[src/design/gmlp_pkg.sv]
// shared types, constants and helpers of the move line parser
// no dependencies
`default_nettype none
package gmlp_pkg;
	localparam int LINE_BYTES_DEF = 128;
	localparam int CfgIdxW = 2;
	localparam int QDEPTH = 4;

	localparam logic [1:0] ST_MOVE = 2'd0;
	localparam logic [1:0] ST_NO_E = 2'd1;
	localparam logic [1:0] ST_NO_XY = 2'd2;
	localparam logic [1:0] ST_NOT_MOVE = 2'd3;

	localparam logic [CfgIdxW-1:0] REG_ZOOM = 2'd0;
	localparam logic [CfgIdxW-1:0] REG_OFFX = 2'd1;
	localparam logic [CfgIdxW-1:0] REG_OFFY = 2'd2;
	localparam logic [CfgIdxW-1:0] REG_OFFZ = 2'd3;

	// one parsed line handed from front to back
	typedef struct packed {
		logic is_move;
		logic [4:0] seen;
		logic [31:0] val_e;
		logic [31:0] val_f;
		logic [31:0] val_z;
		logic [31:0] val_x;
		logic [31:0] val_y;
	} line_t;

	// saturate a sign and magnitude to signed 32 bits
	function automatic logic [31:0] sat_mag(input logic neg, input logic [33:0] m);
		logic [31:0] r;
		if (!neg) r = (m > 34'h7FFFFFFF) ? 32'h7FFFFFFF : m[31:0];
		else if (m > 34'h80000000) r = 32'h80000000;
		else r = 32'd0 - m[31:0];
		return r;
	endfunction
endpackage
`default_nettype wire

[src/design/gmlp_front.sv]
// byte tokenizer and number parser, emits one parsed line per line end
// depends on gmlp_pkg
`default_nettype none
module gmlp_front #(
	parameter int LINE_BYTES = gmlp_pkg::LINE_BYTES_DEF
) (
	input wire logic clk,
	input wire logic arst_n,
	input wire logic in_valid,
	input wire logic [7:0] line_byte,
	input wire logic line_end,
	output gmlp_pkg::line_t line_s1,
	output logic line_valid_s1
);
	localparam int PosW = $clog2(LINE_BYTES + 1);
	localparam logic [PosW-1:0] PosMax = PosW'(LINE_BYTES);
	// ceil(2^40 / 3125), exact for numerators below 2^28
	localparam logic [56:0] FbMagic = 57'd351843721;

	localparam logic [2:0] PH_START = 3'd0;
	localparam logic [2:0] PH_FIRST = 3'd1;
	localparam logic [2:0] PH_GAP = 3'd2;
	localparam logic [2:0] PH_SIGN = 3'd3;
	localparam logic [2:0] PH_INT = 3'd4;
	localparam logic [2:0] PH_FRAC = 3'd5;
	localparam logic [2:0] PH_SKIP = 3'd6;
	localparam logic [2:0] PH_HALT = 3'd7;

	logic [PosW-1:0] pos_q, pos_d;
	logic [2:0] phase_q, phase_d;
	logic [1:0] match_q, match_d;
	logic [2:0] letter_q, letter_d;
	logic [15:0] int_q, int_d;
	logic [16:0] frac_q, frac_d;
	logic [2:0] fcnt_q, fcnt_d;
	logic neg_q, neg_d;
	logic [4:0] seen_q, seen_d;
	logic [31:0] vals_q [5];
	logic [31:0] vals_d [5];

	// token state after the current byte, before any commit
	logic [2:0] step_letter;
	logic [15:0] step_int;
	logic [16:0] step_frac;
	logic [2:0] step_fcnt;
	logic step_neg;

	logic [16:0] f5;
	logic [27:0] fx;
	logic [56:0] fprod;
	logic [33:0] fb;
	logic [33:0] mag;
	logic [31:0] cval;
	logic [19:0] int_next;
	logic take, digit, commit;
	logic [3:0] dval;
	logic [2:0] new_letter;

	// fraction scaled to five digits, rounded to 1/65536
	always_comb begin
		unique case (step_fcnt)
			3'd0: f5 = 17'd0;
			3'd1: f5 = 17'(step_frac * 17'd10000);
			3'd2: f5 = 17'(step_frac * 17'd1000);
			3'd3: f5 = 17'(step_frac * 17'd100);
			3'd4: f5 = 17'(step_frac * 17'd10);
			default: f5 = step_frac;
		endcase
		// (f5 * 65536 + 50000) / 100000 equals (f5 * 2048 + 1562) / 3125
		fx = {f5, 11'd0} + 28'd1562;
		fprod = 57'(fx) * FbMagic;
		fb = {17'd0, fprod[56:40]};
		mag = {2'd0, step_int, 16'd0} + fb;
		cval = gmlp_pkg::sat_mag(step_neg, mag);
	end

	assign digit = line_byte >= 8'h30 && line_byte <= 8'h39;
	assign dval = line_byte[3:0];
	assign int_next = 20'(int_q * 20'd10) + 20'(dval);
	assign take = phase_q != PH_HALT && pos_q < PosMax;

	// token letter lookup, skipping letters already taken
	always_comb begin
		new_letter = 3'd0;
		unique case (line_byte)
			8'h45: if (!seen_q[0]) new_letter = 3'd1;
			8'h46: if (!seen_q[1]) new_letter = 3'd2;
			8'h5A: if (!seen_q[2]) new_letter = 3'd3;
			8'h58: if (!seen_q[3]) new_letter = 3'd4;
			8'h59: if (!seen_q[4]) new_letter = 3'd5;
			default: new_letter = 3'd0;
		endcase
	end

	// next state of the tokenizer
	always_comb begin
		pos_d = pos_q; phase_d = phase_q; match_d = match_q;
		step_letter = letter_q; step_int = int_q; step_frac = frac_q;
		step_fcnt = fcnt_q; step_neg = neg_q;
		commit = 1'b0;
		if (take) begin
			pos_d = pos_q + 1'b1;
			if (pos_q == '0 && line_byte == 8'h3B) begin
				phase_d = PH_HALT;
			end else if (line_byte == 8'h00) begin
				commit = 1'b1;
				phase_d = PH_HALT;
			end else if (line_byte == 8'h20) begin
				commit = 1'b1;
				if (phase_q != PH_START) phase_d = PH_GAP;
			end else begin
				unique case (phase_q)
					PH_START: begin
						match_d = (line_byte == 8'h47) ? 2'd1 : 2'd3;
						phase_d = PH_FIRST;
					end
					PH_FIRST: begin
						match_d = (match_q == 2'd1 &&
							(line_byte == 8'h30 || line_byte == 8'h31)) ? 2'd2 : 2'd3;
					end
					PH_GAP: begin
						step_letter = new_letter;
						phase_d = (new_letter != 3'd0) ? PH_SIGN : PH_SKIP;
					end
					PH_SIGN, PH_INT: begin
						if (phase_q == PH_SIGN && (line_byte == 8'h2B || line_byte == 8'h2D)) begin
							step_neg = line_byte == 8'h2D;
							phase_d = PH_INT;
						end else if (digit) begin
							step_int = (int_next > 20'd65535) ? 16'hFFFF : int_next[15:0];
							phase_d = PH_INT;
						end else if (line_byte == 8'h2E) begin
							phase_d = PH_FRAC;
						end else begin
							phase_d = PH_SKIP;
						end
					end
					PH_FRAC: begin
						if (digit) begin
							if (fcnt_q < 3'd5) begin
								step_frac = 17'(frac_q * 17'd10) + 17'(dval);
								step_fcnt = fcnt_q + 3'd1;
							end
						end else begin
							phase_d = PH_SKIP;
						end
					end
					default: ;
				endcase
			end
		end
		if (line_end) commit = 1'b1;
	end

	// close the open value
	always_comb begin
		letter_d = step_letter; int_d = step_int; frac_d = step_frac;
		fcnt_d = step_fcnt; neg_d = step_neg;
		seen_d = seen_q;
		for (int i = 0; i < 5; i++) vals_d[i] = vals_q[i];
		if (commit) begin
			if (step_letter != 3'd0) begin
				vals_d[step_letter - 3'd1] = cval;
				seen_d[step_letter - 3'd1] = 1'b1;
			end
			letter_d = '0; int_d = '0; frac_d = '0; fcnt_d = '0; neg_d = 1'b0;
		end
	end

	// tokenizer registers and line hand-off
	always_ff @(posedge clk or negedge arst_n) begin
		if (!arst_n) begin
			pos_q <= '0; phase_q <= PH_START; match_q <= '0; letter_q <= '0;
			int_q <= '0; frac_q <= '0; fcnt_q <= '0; neg_q <= 1'b0; seen_q <= '0;
			for (int i = 0; i < 5; i++) vals_q[i] <= '0;
			line_valid_s1 <= 1'b0;
		end else begin
			line_valid_s1 <= in_valid && line_end;
			if (in_valid) begin
				if (line_end) begin
					pos_q <= '0; phase_q <= PH_START; match_q <= '0; letter_q <= '0;
					int_q <= '0; frac_q <= '0; fcnt_q <= '0; neg_q <= 1'b0;
					seen_q <= '0;
					for (int i = 0; i < 5; i++) vals_q[i] <= '0;
				end else begin
					pos_q <= pos_d; phase_q <= phase_d; match_q <= match_d;
					letter_q <= letter_d; int_q <= int_d; frac_q <= frac_d;
					fcnt_q <= fcnt_d; neg_q <= neg_d; seen_q <= seen_d;
					for (int i = 0; i < 5; i++) vals_q[i] <= vals_d[i];
				end
			end
		end
	end

	// parsed line payload
	always_ff @(posedge clk) begin
		if (in_valid && line_end) begin
			line_s1.is_move <= match_d == 2'd2;
			line_s1.seen <= seen_d;
			line_s1.val_e <= vals_d[0];
			line_s1.val_f <= vals_d[1];
			line_s1.val_z <= vals_d[2];
			line_s1.val_x <= vals_d[3];
			line_s1.val_y <= vals_d[4];
		end
	end
endmodule
`default_nettype wire

[config.mk]
export PLATFORM = sky130hd
export DESIGN_NAME = gmlp_front
export DESIGN_NICKNAME = d
export VERILOG_FILES = /design/src/design/gmlp_pkg.sv /design/src/design/gmlp_front.sv
export SDC_FILE = /design/constraint.sdc
export NUM_CORES = 2
export LEC_CHECK = 0
export BUFFER_PORTS_ARGS = -buffer_cell sky130_fd_sc_hd__buf_2
export CORE_ASPECT_RATIO = 0.9
export CORE_MARGIN = 2
export CORE_UTILIZATION = 40
export DETAILED_ROUTE_END_ITERATION = 8
export HOLD_SLACK_MARGIN = 0.12
export MAX_ROUTING_LAYER = met4
export PLACE_DENSITY_LB_ADDON = 0.3
export SYNTH_ARGS = -nofsm -noshare
export SYNTH_HDL_FRONTEND = slang
export SYNTH_SLANG_ARGS = --single-unit
[constraint.sdc]
create_clock -name clk -period 36.8 [get_ports clk]
set_input_delay 7.36 -clock clk [delete_from_list [all_inputs] [get_ports clk]]
set_output_delay 7.36 -clock clk [all_outputs]
set_load 0.03 [all_outputs]
==> run_results.csv <==
group,metric,value,unit
clocking,cts_resized,0,
floorplan,floorplan.die.height,282.6,um
floorplan,fp.coreArea,85760,um2
routing,drt_pre_antenna_iters,6,
sta,setup_repair_after_global_routing_missed_its_margin,"no",
logic_synthesis,yosys_most_used_dff,"dfrtp_1",
min_path,holdCritPathClass,"flip-flop to flip-flop",
cells_and_area,layout-drive-gt1-share,9.477,%
floorplan,floorplan.rows,102,
flow_run,maxCapViolCount,0,
setup_path,r2r_cells,58,
clocking,cts-root-buf,"clkbuf_16",
routing,antenna_left,0,
grt,grt_overflow,0,
routing,drtIter0Drc,2824,
logic_synthesis,synthesized_netlist_cell_count,3704,
clocking,cts_buffer_count,39,
grt,first_global_vias,27060,
setup_path,reg2reg_from,"phase_q[0]",
logic_synthesis,count_of_flip_flops_with_a_built_in_enable_after_synthesis,166,
sta,setup_tns_final,0,ns
setup_path,timing.critical_path.arrival,26.09,ns
cells_and_area,syn2layout_area_growth,9.993,%
sta,worst_clock_skew,0.02391,ns
floorplan,die_width,313.5,um
setup_path,reg2reg_to,"line_s1[139]",
sta,drv_slew,0,
setup_path,worst_path_most_repeated_cell,"fa_1",
logic_synthesis,syn_area_per_cell,9.312,um2
sta,tightestPinTransition,1.230,ns
logic_synthesis,synth.cell_area,34490,um2
logic_synthesis,yosysUniqueCellTypes,100,
min_path,whs_endpoint,"vals_q[31]",
routing,vias,28160,
min_path,holdPathStages,2,
grt,antenna_found_initial,8,
sta,layout_min_cycle_time,25.69,ns
routing,route.detailed.drc,0,
setup_path,end_kind,"flip-flop",
grt,first_pass_grt_wire_length,160300,um
setup_path,reg2reg_slack,18.27,ns
clocking,clk-insertion-delay-late,0.57,ns
logic_synthesis,synth.top_cells.by_area,"dfrtp_1 16%, edfxtp_1 14%, ha_1 14%, fa_1 13%, inv_1 5.2%",
clocking,cts_max_path_buffers,3,
sta,finalHoldViolCount,0,
logic_synthesis,synth_largest_type_area_fraction,15.89,%
setup_path,critical_path_required,37.20,ns
cells_and_area,final_nets,4440,
logic_synthesis,async_flop_share,56.88,%
sta,finalSetupViolCount,0,
routing,routed_wire_length_per_instance,20.79,um
sta,layout_worst_path_cycle_share,69.82,%
grt,grt_util_all_layers,23.83,%
run_status,run_status,"finished clean",
setup_path,crit_path_max_fanout,26,
placement,dpl.hpwl,77870,um
setup_path,timing_worst_setup_path_type,"primary input to flip-flop",
setup_path,cpPeakStageDelay,1.02,ns
placement,numPortBuffers,178,
logic_synthesis,share_of_the_yosys_chip_area_belonging_to_registers,30.34,%
clocking,holdBufCountCts,0,
floorplan,design.portCount,179,
routing,drt_wl_total,103700,um
clocking,htree_num_levels,2,
grt,grt_start_max_net_pins,153,
cells_and_area,layoutNonFillerInstCount,4990,
floorplan,floorplan.initialDensity,40.22,%
power,power.ir.vdd_worst,26.49,uV
routing,vias_per_cell,5.643,
power,power.density,25.10,nW/um2
clocking,clk_pin_slew_worst_paths,0.06,ns
clocking,cts_tree,"built",
sta,maxClockFrequency,0.03892,GHz
setup_path,timing.critical_path.from_type,"primary input",
placement,gpl.final_weighted_congestion,0.9491,
clocking,cts.sink_count,385,
setup_path,cpMaxStageDelayCell,"a2111oi_1",
logic_synthesis,ys_ff_latch,385,
floorplan,floorplan.die_area,88600,um2
sta,max-slew-margin-rel,17.75,%
logic_synthesis,yosysWarningCount,0,
clocking,cts.repair_timing.setup_buffer_count,0,
logic_synthesis,synth_top_cell_by_area,"dfrtp_1",
power,total_leakage_power,17.37,nW
min_path,hold_path_startpoint,"vals_q[31]",
placement,numPlacedInstances,4915,
-- power breakdown --
| part | total [W] | internal (W) | switching (W) |
|---|---|---|---|
| clock network | 0.000397 | 0.000222 | 0.000175 |
| registers | 0.000467 | 0.000458 | 0.00000894 |
| logic | 0.0000884 | 0.0000230 | 0.0000653 |
| total | 0.000952 | 0.000703 | 0.000249 |
-- routing by layer --
| layer | vias to the layer above | share of wire (%) | global-route usage [%] |
|---|---|---|---|
| met2 | 949 | 43 | 35.38 |
| met3 | 130 | 7.4 | 3.688 |
| met5 | - | 0 | - |
| met1 | 13850 | 47 | 34.32 |
| met4 | 0 | 2.1 | 5.128 |
| li1 | 13230 | - | - |
-- kinds of logic (layout without fill, tap and decap cells) --
group,after synthesis,count (layout),share of synthesized area (%)
flops,385,385,30.34
fa+ha+maj,616,616,27.37
buf+inv,647,783,7.095
mux,23,23,0.6783
simple gates,937,937,12.33
other cells,1,7,0.01087
xor+xnor,139,139,3.573
compound gates,956,956,18.60
-- worst max path at each step --
stage                  from            to  cells after the start
2_1_floorplan  line_byte[7]   vals_q[107]                     58
3_3_place_gp   line_byte[5]   line_s1[49]                     58
3_5_place_dp   line_byte[5]  line_s1[139]                     60
4_1_cts        line_byte[5]  line_s1[145]                     60
5_1_grt        line_byte[5]  line_s1[139]                     60
6_report       line_byte[5]  line_s1[139]                     60
-- synthesized netlist by cell type, drive strengths merged (13+ instances only) --
cell	number
inv	482
nand2	441
ha	385
o21ai	302
fa	231
dfrtp	219
nor2	184
a21oi	172
edfxtp	166
clkbuf	147
xnor2	104
o221ai	96
nand3	76
o31ai	58
nor3	51
a21o	37
a31oi	36
nand4	36
xor2	35
o2bb2ai	27
o211ai	24
or3	22
o21a	21
mux2i	20
a211oi	19
and3	19
nor4	18
o22ai	18
nand2b	17
nor2b	17
buf	16
o21bai	16
a21boi	15
a31o	13
and2	13
-- worst max-delay path: cells and delay by family --
family	cells	cell delay, ns
adder cells (fa/ha/maj)	15	7.08
multiplexers	2	0.32
AND/OR/NAND/NOR	17	4.43
AO/OA/AOI/OAI	16	5.65
buffers and inverters	7	0.84
XOR/XNOR	3	0.38
-- through the flow --
step	cell area (um2)	power [W]	util, %	hold slack (ns)	setup WS [ns]
after floorplan	34500	0.0005298	-	0.4479	13.67
after global placement	36670	0.0005630	42.76	0.4605	10.67
after detailed placement	36670	0.0005629	42.76	0.4681	10.55
after CTS	37930	0.0009568	44.22	0.4825	11.08
after global routing	37930	0.0009820	44.23	0.4982	9.624
final	37940	0.0009522	44.24	0.4789	11.11
-- layout by cell type (no fill, tap or decap), types with 22 or more instances in the layout --
master     instances
nand4_1           36
a21oi_1          171
buf_4             51
fa_1             231
ha_1             385
o31ai_1           51
nand2_1          439
o21ai_0          269
nand3_1           73
nor2_1           182
edfxtp_1         166
buf_2            176
o221ai_1          90
or3_1             22
xor2_1            34
inv_1            481
o2bb2ai_1         27
nor3_1            51
o21ai_1           30
xnor2_1          103
a31oi_1           34
clkbuf_16         39
a21o_1            37
o211ai_1          24
dfrtp_1          219
-- layout make-up --
cell class                      instances  area (um2)
Inverter                              484        1824
Tap cell                             1144        1431
Antenna cell                            5       12.51
Clock buffer                           56        1090
Clock inverter                         14       163.9
Multi-Input combinational cell       2673       21650
Sequential cell                       385       10470
Timing Repair Buffer                  229        1299
Fill cell                            8301       47820
-- state kept, by name, summed over array words and instances (netlist names) --
signal / count
letter_q: 3
vals_q: 160
seen_q: 5
pos_q: 8
line_valid_s1: 1
neg_q: 1
int_q: 16
match_q: 2
frac_q: 17
phase_q: 3
fcnt_q: 3
line_s1: 166
No activity file was read; power rests on OpenSTA's default activity.
