===== config.mk =====
export PLATFORM = sky130hd
export DESIGN_NAME = gmlp_queue
export DESIGN_NICKNAME = d
export VERILOG_FILES = /design/src/design/gmlp_pkg.sv /design/src/design/gmlp_queue.sv
export SDC_FILE = /design/constraint.sdc
export NUM_CORES = 1
export LEC_CHECK = 0
export ABC_AREA = 1
export BUFFER_PORTS_ARGS = -buffer_cell sky130_fd_sc_hd__buf_4
export CORE_MARGIN = 5
export CORE_UTILIZATION = 40
export CTS_BUF_LIST = sky130_fd_sc_hd__clkbuf_8
export DETAILED_ROUTE_END_ITERATION = 6
export GPL_ROUTABILITY_DRIVEN = 1
export MAX_ROUTING_LAYER = met4
export PLACE_DENSITY = 0.67
export SLEW_MARGIN = 10
export SYNTH_ARGS = -nofsm -noshare
export SYNTH_HDL_FRONTEND = slang
export SYNTH_SLANG_ARGS = --single-unit

===== constraint.sdc =====
create_clock -name clk -period 5 [get_ports clk]
set_input_delay 0 -clock clk [delete_from_list [all_inputs] [get_ports clk]]
set_output_delay 0 -clock clk [all_outputs]
set_load 0.03 [all_outputs]

===== src/design/gmlp_pkg.sv =====
// shared types, constants and helpers of the move line parser
// no dependencies
`default_nettype none
package gmlp_pkg;
	localparam int LINE_BYTES_DEF = 128;
	localparam int CfgIdxW = 2;
	localparam int QDEPTH = 4;

	localparam logic [1:0] ST_MOVE = 2'd0;
	localparam logic [1:0] ST_NO_E = 2'd1;
	localparam logic [1:0] ST_NO_XY = 2'd2;
	localparam logic [1:0] ST_NOT_MOVE = 2'd3;

	localparam logic [CfgIdxW-1:0] REG_ZOOM = 2'd0;
	localparam logic [CfgIdxW-1:0] REG_OFFX = 2'd1;
	localparam logic [CfgIdxW-1:0] REG_OFFY = 2'd2;
	localparam logic [CfgIdxW-1:0] REG_OFFZ = 2'd3;

	// one parsed line handed from front to back
	typedef struct packed {
		logic is_move;
		logic [4:0] seen;
		logic [31:0] val_e;
		logic [31:0] val_f;
		logic [31:0] val_z;
		logic [31:0] val_x;
		logic [31:0] val_y;
	} line_t;

	// saturate a sign and magnitude to signed 32 bits
	function automatic logic [31:0] sat_mag(input logic neg, input logic [33:0] m);
		logic [31:0] r;
		if (!neg) r = (m > 34'h7FFFFFFF) ? 32'h7FFFFFFF : m[31:0];
		else if (m > 34'h80000000) r = 32'h80000000;
		else r = 32'd0 - m[31:0];
		return r;
	endfunction
endpackage
`default_nettype wire


===== src/design/gmlp_queue.sv =====
// small queue of parsed lines between front and back
// depends on gmlp_pkg
`default_nettype none
module gmlp_queue (
	input wire logic clk,
	input wire logic arst_n,
	input wire logic wr_en,
	input gmlp_pkg::line_t wr_data,
	input wire logic rd_en,
	output gmlp_pkg::line_t rd_data,
	output logic not_empty,
	output logic [$clog2(gmlp_pkg::QDEPTH+1)-1:0] count
);
	localparam int AW = $clog2(gmlp_pkg::QDEPTH);
	gmlp_pkg::line_t mem_q [gmlp_pkg::QDEPTH];
	logic [AW-1:0] wp_q, rp_q;

	assign rd_data = mem_q[rp_q];
	assign not_empty = count != '0;

	// storage
	always_ff @(posedge clk) begin
		if (wr_en) mem_q[wp_q] <= wr_data;
	end

	// pointers
	always_ff @(posedge clk or negedge arst_n) begin
		if (!arst_n) begin
			wp_q <= '0; rp_q <= '0; count <= '0;
		end else begin
			if (wr_en) wp_q <= wp_q + 1'b1;
			if (rd_en) rp_q <= rp_q + 1'b1;
			count <= count + (wr_en ? 1'b1 : 1'b0) - (rd_en ? 1'b1 : 1'b0);
		end
	end
endmodule
`default_nettype wire


==> results of run 1 <==
## cells by family (layout without fill, tap and decap cells)
family	Yosys count	after routing	share of synthesized area (%)
compound gates	1	1	0.0177
xor+xnor	3	3	0.0928
fa+ha+maj	7	7	0.336
buf+inv	789	1490	11.5
flops	671	671	71.0
other cells	0	4	0
simple gates	1175	1175	17.1
## critical path, stage by stage, from the launching register on
cell and delay (ps):
dfrtp_4 800, inv_6 940, buf_12 410, nand3_1 130, nand2_1 120, buf_4 170
## sequential cells by signal, summed over array words and instances (netlist names)
| signal | cells |
|---|---|
| count | 3 |
| mem_q | 664 |
| rp_q | 2 |
| wp_q | 2 |
## synthesized netlist by cell type
cell type,number,area (µm²)
buf_2,69,345
nand3_1,334,1670
buf_6,22,248
xor2_1,3,26.3
o21ai_1,1,5.00
nand2_1,841,3160
dfrtp_1,7,175
inv_2,2,7.51
ha_1,6,75.1
clkbuf_1,11,41.3
fa_1,1,20.0
edfxtp_1,664,19900
buf_4,9,67.6
inv_1,676,2540
## stage by stage
step	power (mW)	cells	hold slack, ps	utilization, %
after detailed placement	16.9	3829	-177	45.0
after CTS	21.5	4287	0.155	51.7
after global placement	16.8	3829	-177	45.0
after global routing	22.5	4290	7.37	51.8
final	21.2	4291	71.9	51.8
after floorplan	13.8	2646	-296	-
## final cells by class
type / count / area (µm²)
diodes: 4 / 10.0
clock buffers: 110 / 1510
clock inverters: 70 / 430
fillers: 6031 / 33800
inverters: 678 / 2590
multi-input cells: 1186 / 4950
flip-flops and latches: 671 / 20100
well taps: 940 / 1180
repair buffers: 632 / 5520
## where the power goes
group / switching [mW] / leakage [nW] / internal (mW)
clock network: 2.09 / 1.11 / 2.24
logic: 6.30 / 9.43 / 2.79
registers: 0.416 / 6.18 / 7.36
## timing repair
| action | 4_1_cts | 5_1_grt |
|---|---|---|
| resized for setup | 0 | 0 |
| hold buffers | 278 | 0 |
| endpoints found under the hold margin | 678 | 0 |
## per-layer routing
metal	global-route usage [%]	vias to the layer above	wire length, µm
met5	-	-	0
met4	5.61	0	1580
met3	3.35	112	3670
met2	29.8	542	33600
li1	-	9508	-
met1	20.6	9156	27100
## path summary, 6_finish.rpt
kind	from	end	slack, ps	cells past startpoint
worst max-delay path	rp_q[1]$_DFFE_PN0P_	rd_data[93]	1650	5
worst min register to register	wp_q[0]$_DFFE_PN0P_	wp_q[0]$_DFFE_PN0P_	530	1
max in group asynchronous	arst_n	rp_q[0]$_DFFE_PN0P_	4410	3
worst min-delay path	wr_data[153]	mem_q[2][153]$_DFFE_PP_	70	2
min in group asynchronous	arst_n	count[1]$_DFF_PN0_	300	3
worst max register to register	wp_q[0]$_DFFE_PN0P_	mem_q[2][45]$_DFFE_PP_	2560	5
==> results.json, run 1 <==
{
  "io_buffers": 339,
  "critPathRequiredTime_ps": 5000,
  "drv_cap": 0,
  "fin_area_um2": 36300,
  "final.setup.worst_slack_ps": 1650,
  "yosysUniqueCellTypes": 14,
  "run_status": "finished, final reports clean",
  "power_density_nw_per_um2": 584,
  "grt_antenna_before_repair": 3,
  "crit_path_max_fanout": 107,
  "syn_area_um2": 28300,
  "drc": 0,
  "core_um2": 70100,
  "initial_core_util_pct": 40.4,
  "die_w_um": 276,
  "place_hpwl_um": 34800,
  "htreeDepth": 3,
  "cts_tree": "built",
  "rsz0062_at_grt": "no",
  "clkLatencyLatePin_ps": 690,
  "synthCells": 2646,
  "slew_headroom_pct": 20.2,
  "final.min_clock_period_ps": 3350,
  "ios": 340,
  "clock_sinks": 671,
  "ys_ff_latch": 671,
  "grt_pass1_wl_um": 103000,
  "clk_path_buf_depth": 3,
  "via_per_inst": 4.50,
  "critPathLaunchType": "flop",
  "routed_wirelength_um": 65900,
  "finalCritPeriodShare_pct": 67.0,
  "fmax_ghz": 0.298,
  "cts_setup_buffers": 0,
  "drt_first_iter_violations": 1059,
  "slew_viol_final": 0,
  "setup_tns_ps": 0,
  "holdCritPathClass": "input port to flop",
  "cp.arrival_ps": 3350,
  "crit_path_end_kind": "output pin",
  "final_net_count": 3454,
  "finalSetupViolCount": 0,
  "root_buffer": "clkbuf_8",
  "synth_nets": 2823,
  "syn_to_final_growth_pct": 28.2,
  "irDropWorstVdd_mv": 0.478,
  "layout_commonest_cell": "nand2_1",
  "path_clk_slew_ps": 60,
  "detail-route-antenna-nets": 0,
  "die_area_um2": 76200,
  "leakagePower_nw": 16.7,
  "die_h_um": 276,
  "final_cell_mix": "841 x nand2_1, 700 x inv_1, 664 x edfxtp_1",
  "grt_max_degree": 191,
  "num_rows": 97,
  "clock_skew_ps": 38.6,
  "place_area_um2": 31600,
  "preCtsSetupSlack_ps": 2280,
  "overflow": 0,
  "drive_gt1_share_pct": 14.8,
  "dr_total_vias": 19300,
  "routabilityCongestion": 0.745,
  "tightest_slew_ps": 1200,
  "syn-mean-instance-area_um2": 10.7,
  "crit_type": "flop to output pin",
  "first_global_vias": 19300,
  "track_usage_pct": 17.3,
  "wl_per_cell_um": 15.4,
  "dr.pass1.iters": 5,
  "finalHoldViolCount": 0,
  "yosysWarnings": 0,
  "tritoncts.num_buffers": 108,
  "ys_seq_area_share_pct": 71.0
}
(Power assumes the default switching activity.)
==> inputs of run 2 (changes only) <==
--- a/config.mk
+++ b/config.mk
@@ -13,7 +13,7 @@
 export DETAILED_ROUTE_END_ITERATION = 6
 export GPL_ROUTABILITY_DRIVEN = 1
 export MAX_ROUTING_LAYER = met4
-export PLACE_DENSITY = 0.67
+export PLACE_DENSITY = 0.7
 export SLEW_MARGIN = 10
 export SYNTH_ARGS = -nofsm -noshare
 export SYNTH_HDL_FRONTEND = slang
==> constraint.sdc (replaced) <==
create_clock -name clk -period 3 [get_ports clk]
set_input_delay 0 -clock clk [delete_from_list [all_inputs] [get_ports clk]]
set_output_delay 0 -clock clk [all_outputs]
set_load 0.03 [all_outputs]
==> results.json, run 2 (synthesis results as in run 1) <==
{
  "drt_first_iter_violations": 1117,
  "tightest_slew_ps": 1020,
  "crit_start": "rp_q[0]$_DFFE_PN0P_",
  "final_cell_mix": "837 x nand2_1, 704 x inv_1, 664 x edfxtp_1",
  "detail-route-antenna-nets": 0,
  "dr.pass1.iters": 7,
  "finalCritPeriodShare_pct": 84.4,
  "first_global_vias": 19800,
  "grt_antenna_before_repair": 8,
  "critPathLaunchType": "flop",
  "die_area_um2": 76200,
  "ctsResizeCount": 0,
  "die_w_um": 276,
  "r2r-start": "wp_q[1]$_DFFE_PN0P_",
  "overflow": 0,
  "critPathRequiredTime_ps": 3000,
  "final.min_clock_period_ps": 2530,
  "htreeDepth": 3,
  "cp.arrival_ps": 2530,
  "tritoncts.num_buffers": 108,
  "initial_core_util_pct": 40.4,
  "dp.cells": 3843,
  "leakagePower_nw": 16.9,
  "via_per_inst": 4.46,
  "root_buffer": "clkbuf_8",
  "ios": 340,
  "finalSetupViolCount": 0,
  "final_net_count": 3474,
  "setup_tns_ps": 0,
  "clkLatencyLatePin_ps": 670,
  "routabilityCongestion": 0.765,
  "clock_skew_ps": 18.4,
  "drv_cap": 0,
  "dr_total_vias": 19400,
  "finalHoldViolCount": 0,
  "crit_path_end_kind": "output pin",
  "num_rows": 97,
  "layout_commonest_cell": "nand2_1",
  "cts_setup_buffers": 0,
  "grt_max_degree": 168,
  "preCtsSetupSlack_ps": 1170,
  "fmax_ghz": 0.395,
  "drc": 0,
  "slew_viol_final": 0,
  "routed_wirelength_um": 65400,
  "fin_cells": 4337,
  "path_clk_slew_ps": 60,
  "power_density_nw_per_um2": 974,
  "clock_sinks": 671,
  "rsz0062_at_grt": "no",
  "place_hpwl_um": 36000,
  "clk_path_buf_depth": 3,
  "crit_path_max_fanout": 167,
  "ff2ff_path_depth": 5,
  "syn_to_final_growth_pct": 30.0,
  "run_status": "finished, final reports clean",
  "io_buffers": 339,
  "cts_tree": "built",
  "core_um2": 70100,
  "largest_register_ffs": 664,
  "track_usage_pct": 17.3,
  "hold_depth": 2,
  "crit_type": "flop to output pin",
  "regMostFlops": "mem_q",
  "reg_top3": "mem_q: 664 flops, count: 3 flops",
  "grt_pass1_wl_um": 104000,
  "die_h_um": 276,
  "hold_start": "wr_data[112]",
  "final.setup.worst_slack_ps": 467,
  "wl_per_cell_um": 15.1,
  "irDropWorstVdd_mv": 1.29,
  "holdCritPathClass": "input port to flop",
  "slew_headroom_pct": 32.3,
  "drive_gt1_share_pct": 15.5
}
## run 2: changes by cell type in the layout (fill, tap and decap cells not counted), moves of 2 or more
| cell | delta |
|---|---|
| ha_1 | -3 |
| clkinvlp_4 | +5 |
| buf_12 | +11 |
| ha_2 | +3 |
| dlygate4sd3_1 | +6 |
| bufinv_16 | +3 |
| inv_1 | +4 |
| clkbuf_8 | +2 |
| diode_2 | +7 |
| nand2_2 | +4 |
| nand2_1 | -4 |
| inv_8 | -5 |
| clkinv_1 | +8 |
| buf_4 | +3 |
## run 2: path summary, 6_finish.rpt
check,to,slack [ps]
max in group asynchronous,rp_q[1]$_DFFE_PN0P_,2280
min in group asynchronous,count[0]$_DFF_PN0_,360
min reg2reg,count[2]$_DFF_PN0_,550
max reg2reg,mem_q[1][145]$_DFFE_PP_,1210
max,rd_data[135],470
min,mem_q[2][112]$_DFFE_PP_,70
## run 2: cell type report
cell class	instances	area (µm²)
Antenna cell	11	27.5
Clock buffer	112	1540
Clock inverter	87	578
Fill cell	5753	33300
Inverter	678	2570
Multi-Input combinational cell	1186	4970
Sequential cell	671	20100
Tap cell	940	1180
Timing Repair Buffer	652	5820
## run 2: worst max-delay path, stage by stage, from the launching register on
cell     delay, ps
dfrtp_4        480
buf_12         440
nand2_1        220
nand3_1        130
nand2_1         70
buf_4          160
## run 2: layer usage
layer  share of wire [%]  up-vias  global-route usage [%]
met5                   0        -                       -
met4                 2.9        0                    5.61
met3                 6.2      135                    3.99
met2                  50      504                    29.4
met1                  41     9129                    20.7
li1                    -     9589                       -
## run 2: through the flow
step	hold WS (ps)	cell area [µm²]	power (mW)	utilization, %
after floorplan	-296	28300	22.9	-
after global placement	-166	31800	28.0	45.4
after detailed placement	-164	31800	28.2	45.4
after CTS	0.0988	36800	36.2	52.4
after global routing	0.673	36800	38.0	52.5
final	74.0	36800	35.8	52.5
## run 2: what timing repair did
item,in CTS,in global routing
endpoints found under the setup margin,0,0
hold buffers,283,1
hold endpoints to repair,695,2
## run 2: power breakdown
group / switching, mW / total, mW / internal [mW]
Combinational: 10.8 / 15.6 / 4.82
Sequential: 0.375 / 12.6 / 12.3
Clock: 3.53 / 7.62 / 4.08
==> inputs of run 3 (changes only) <==
--- a/config.mk
+++ b/config.mk
@@ -13,7 +13,7 @@
 export DETAILED_ROUTE_END_ITERATION = 6
 export GPL_ROUTABILITY_DRIVEN = 1
 export MAX_ROUTING_LAYER = met4
-export PLACE_DENSITY = 0.7
+export PLACE_DENSITY = 0.67
 export SLEW_MARGIN = 10
 export SYNTH_ARGS = -nofsm -noshare
 export SYNTH_HDL_FRONTEND = slang
==> constraint.sdc (replaced) <==
create_clock -name clk -period 2.4 [get_ports clk]
set_input_delay 0 -clock clk [delete_from_list [all_inputs] [get_ports clk]]
set_output_delay 0 -clock clk [all_outputs]
set_load 0.03 [all_outputs]
==> results.json, run 3 (synthesis results as in run 1) <==
{
  "leakagePower_nw": 17.1,
  "via_per_inst": 4.46,
  "fin_area_um2": 37100,
  "regMostFlops": "mem_q",
  "critPathRequiredTime_ps": 2400,
  "place_area_um2": 31900,
  "finalSetupViolCount": 0,
  "crit_path_end_kind": "output pin",
  "layout_commonest_cell": "nand2_1",
  "critPathBufInv": 2,
  "overflow": 0,
  "power_mw": 45.4,
  "final_net_count": 3496,
  "final.setup.worst_slack_ps": 142,
  "power_density_nw_per_um2": 1220,
  "holdCritPathClass": "input port to flop",
  "grt_pass1_wl_um": 103000,
  "run_status": "finished, final reports clean",
  "tightest_slew_ps": 534,
  "slew_viol_final": 0,
  "syn_to_final_growth_pct": 31.2,
  "cp.arrival_ps": 2260,
  "slew_headroom_pct": 64.4,
  "place_hpwl_um": 35700,
  "final.min_clock_period_ps": 2260,
  "preCtsSetupSlack_ps": 673,
  "first_global_vias": 19400,
  "initial_core_util_pct": 40.4,
  "cts_tree": "built",
  "critPathLaunchType": "flop",
  "clkLatencyLatePin_ps": 680,
  "detail-route-antenna-nets": 0,
  "drt_first_iter_violations": 1056,
  "crit_type": "flop to output pin",
  "root_buffer": "clkbuf_8",
  "clock_skew_ps": 27.3,
  "io_buffers": 339,
  "dr.pass1.iters": 5,
  "clock_sinks": 671,
  "slowest_delay_ps": 610,
  "htreeDepth": 3,
  "irDropWorstVdd_mv": 1.10,
  "finalHoldViolCount": 0,
  "routabilityCongestion": 0.765,
  "finalCritPeriodShare_pct": 94.1,
  "ios": 340,
  "wl_per_cell_um": 15.5,
  "tritoncts.num_buffers": 109,
  "drc": 0,
  "num_rows": 97,
  "drv_cap": 0,
  "reg_top3": "mem_q: 664 flops, count: 3 flops",
  "crit_path_max_fanout": 86,
  "core_um2": 70100,
  "setup_tns_ps": 0,
  "final_cell_mix": "833 x nand2_1, 703 x inv_1, 664 x edfxtp_1",
  "clk_path_buf_depth": 3,
  "fmax_ghz": 0.443,
  "die_area_um2": 76200,
  "crit_family": "flip-flops",
  "die_h_um": 276,
  "routed_wirelength_um": 67700,
  "rsz0062_at_grt": "yes",
  "grt_antenna_before_repair": 8,
  "grt_max_degree": 173,
  "largest_register_ffs": 664,
  "die_w_um": 276,
  "path_clk_slew_ps": 60,
  "drive_gt1_share_pct": 15.9,
  "track_usage_pct": 17.2,
  "slowest_stage": "dfrtp_4",
  "cp_cell_sequence": "buf_16 > nand2_1 > nand3_1 > nand2_1 > buf_4",
  "dr_total_vias": 19400,
  "cpMostUsedCell": "nand2_1"
}
## run 3: changes by cell type in the layout (fill, tap and decap cells not counted), moves of 2 or more
| cell | delta |
|---|---|
| buf_12 | +4 |
| buf_16 | +3 |
| bufinv_16 | -3 |
| clkbuf_16 | +3 |
| clkinv_2 | +2 |
| diode_2 | -3 |
| dlygate4sd3_1 | +8 |
| inv_8 | +2 |
| nand2_1 | -4 |
| nand2_2 | +4 |
## run 3: cell type report
type / count / area [µm²]
clock inverter: 87 / 517
timing repair buffer: 672 / 6160
sequential: 671 / 20100
clock buffer: 113 / 1560
inverter: 678 / 2600
antenna: 8 / 20.0
fill: 5906 / 33000
timing repair inverter: 1 / 11.3
multi-input combinational: 1186 / 4980
tap: 940 / 1180
## run 3: what timing repair did
item	CTS	global route
endpoints found under the hold margin	677	0
cloned	0	6
pin swaps	0	0
setup endpoints to repair	159	165
buffers inserted	0	3
gates resized for setup	1	13
hold buffers	292	0
## run 3: worst paths after layout
check	slack, ps	cells past startpoint	to	from
min	80	2	mem_q[3][65]$_DFFE_PP_	wr_data[65]
max reg2reg	670	9	count[2]$_DFF_PN0_	count[0]$_DFF_PN0_
min in group asynchronous	340	3	count[2]$_DFF_PN0_	arst_n
min reg2reg	540	2	count[2]$_DFF_PN0_	count[1]$_DFF_PN0_
max in group asynchronous	1700	3	rp_q[0]$_DFFE_PN0P_	arst_n
max	140	5	rd_data[129]	rp_q[0]$_DFFE_PN0P_
## run 3: layer usage
layer | wire, µm | vias to the layer above | track usage, %
met5 | 0 | - | -
met3 | 3720 | 136 | 3.64
met4 | 1760 | 0 | 5.98
met2 | 34200 | 523 | 29.5
li1 | - | 9618 | -
met1 | 28100 | 9133 | 20.3
## run 3: report_power, final
part	leakage (nW)	switching, mW	internal [mW]
sequential	6.18	0.517	15.3
clock	1.18	4.47	4.84
combinational	9.70	13.8	6.48
total	17.1	18.8	26.6
## run 3: per-stage QoR
step	hold slack [ps]	cells	util, %
3_3_place_gp	-160	3847	45.5
3_5_place_dp	-161	3847	45.5
6_report	78.4	4356	53.0
4_1_cts	0.0904	4339	52.6
5_1_grt	14.1	4356	53.0
2_1_floorplan	-296	2646	-
## run 3: worst register-to-register path, stage by stage, from the launching register on
cell and delay [ps]:
dfrtp_1 370, inv_1 70, ha_1 270, inv_1 40, ha_1 190, fa_1 420
inv_1 80, nand2_1 70, nand3_1 80, nand2_1 50
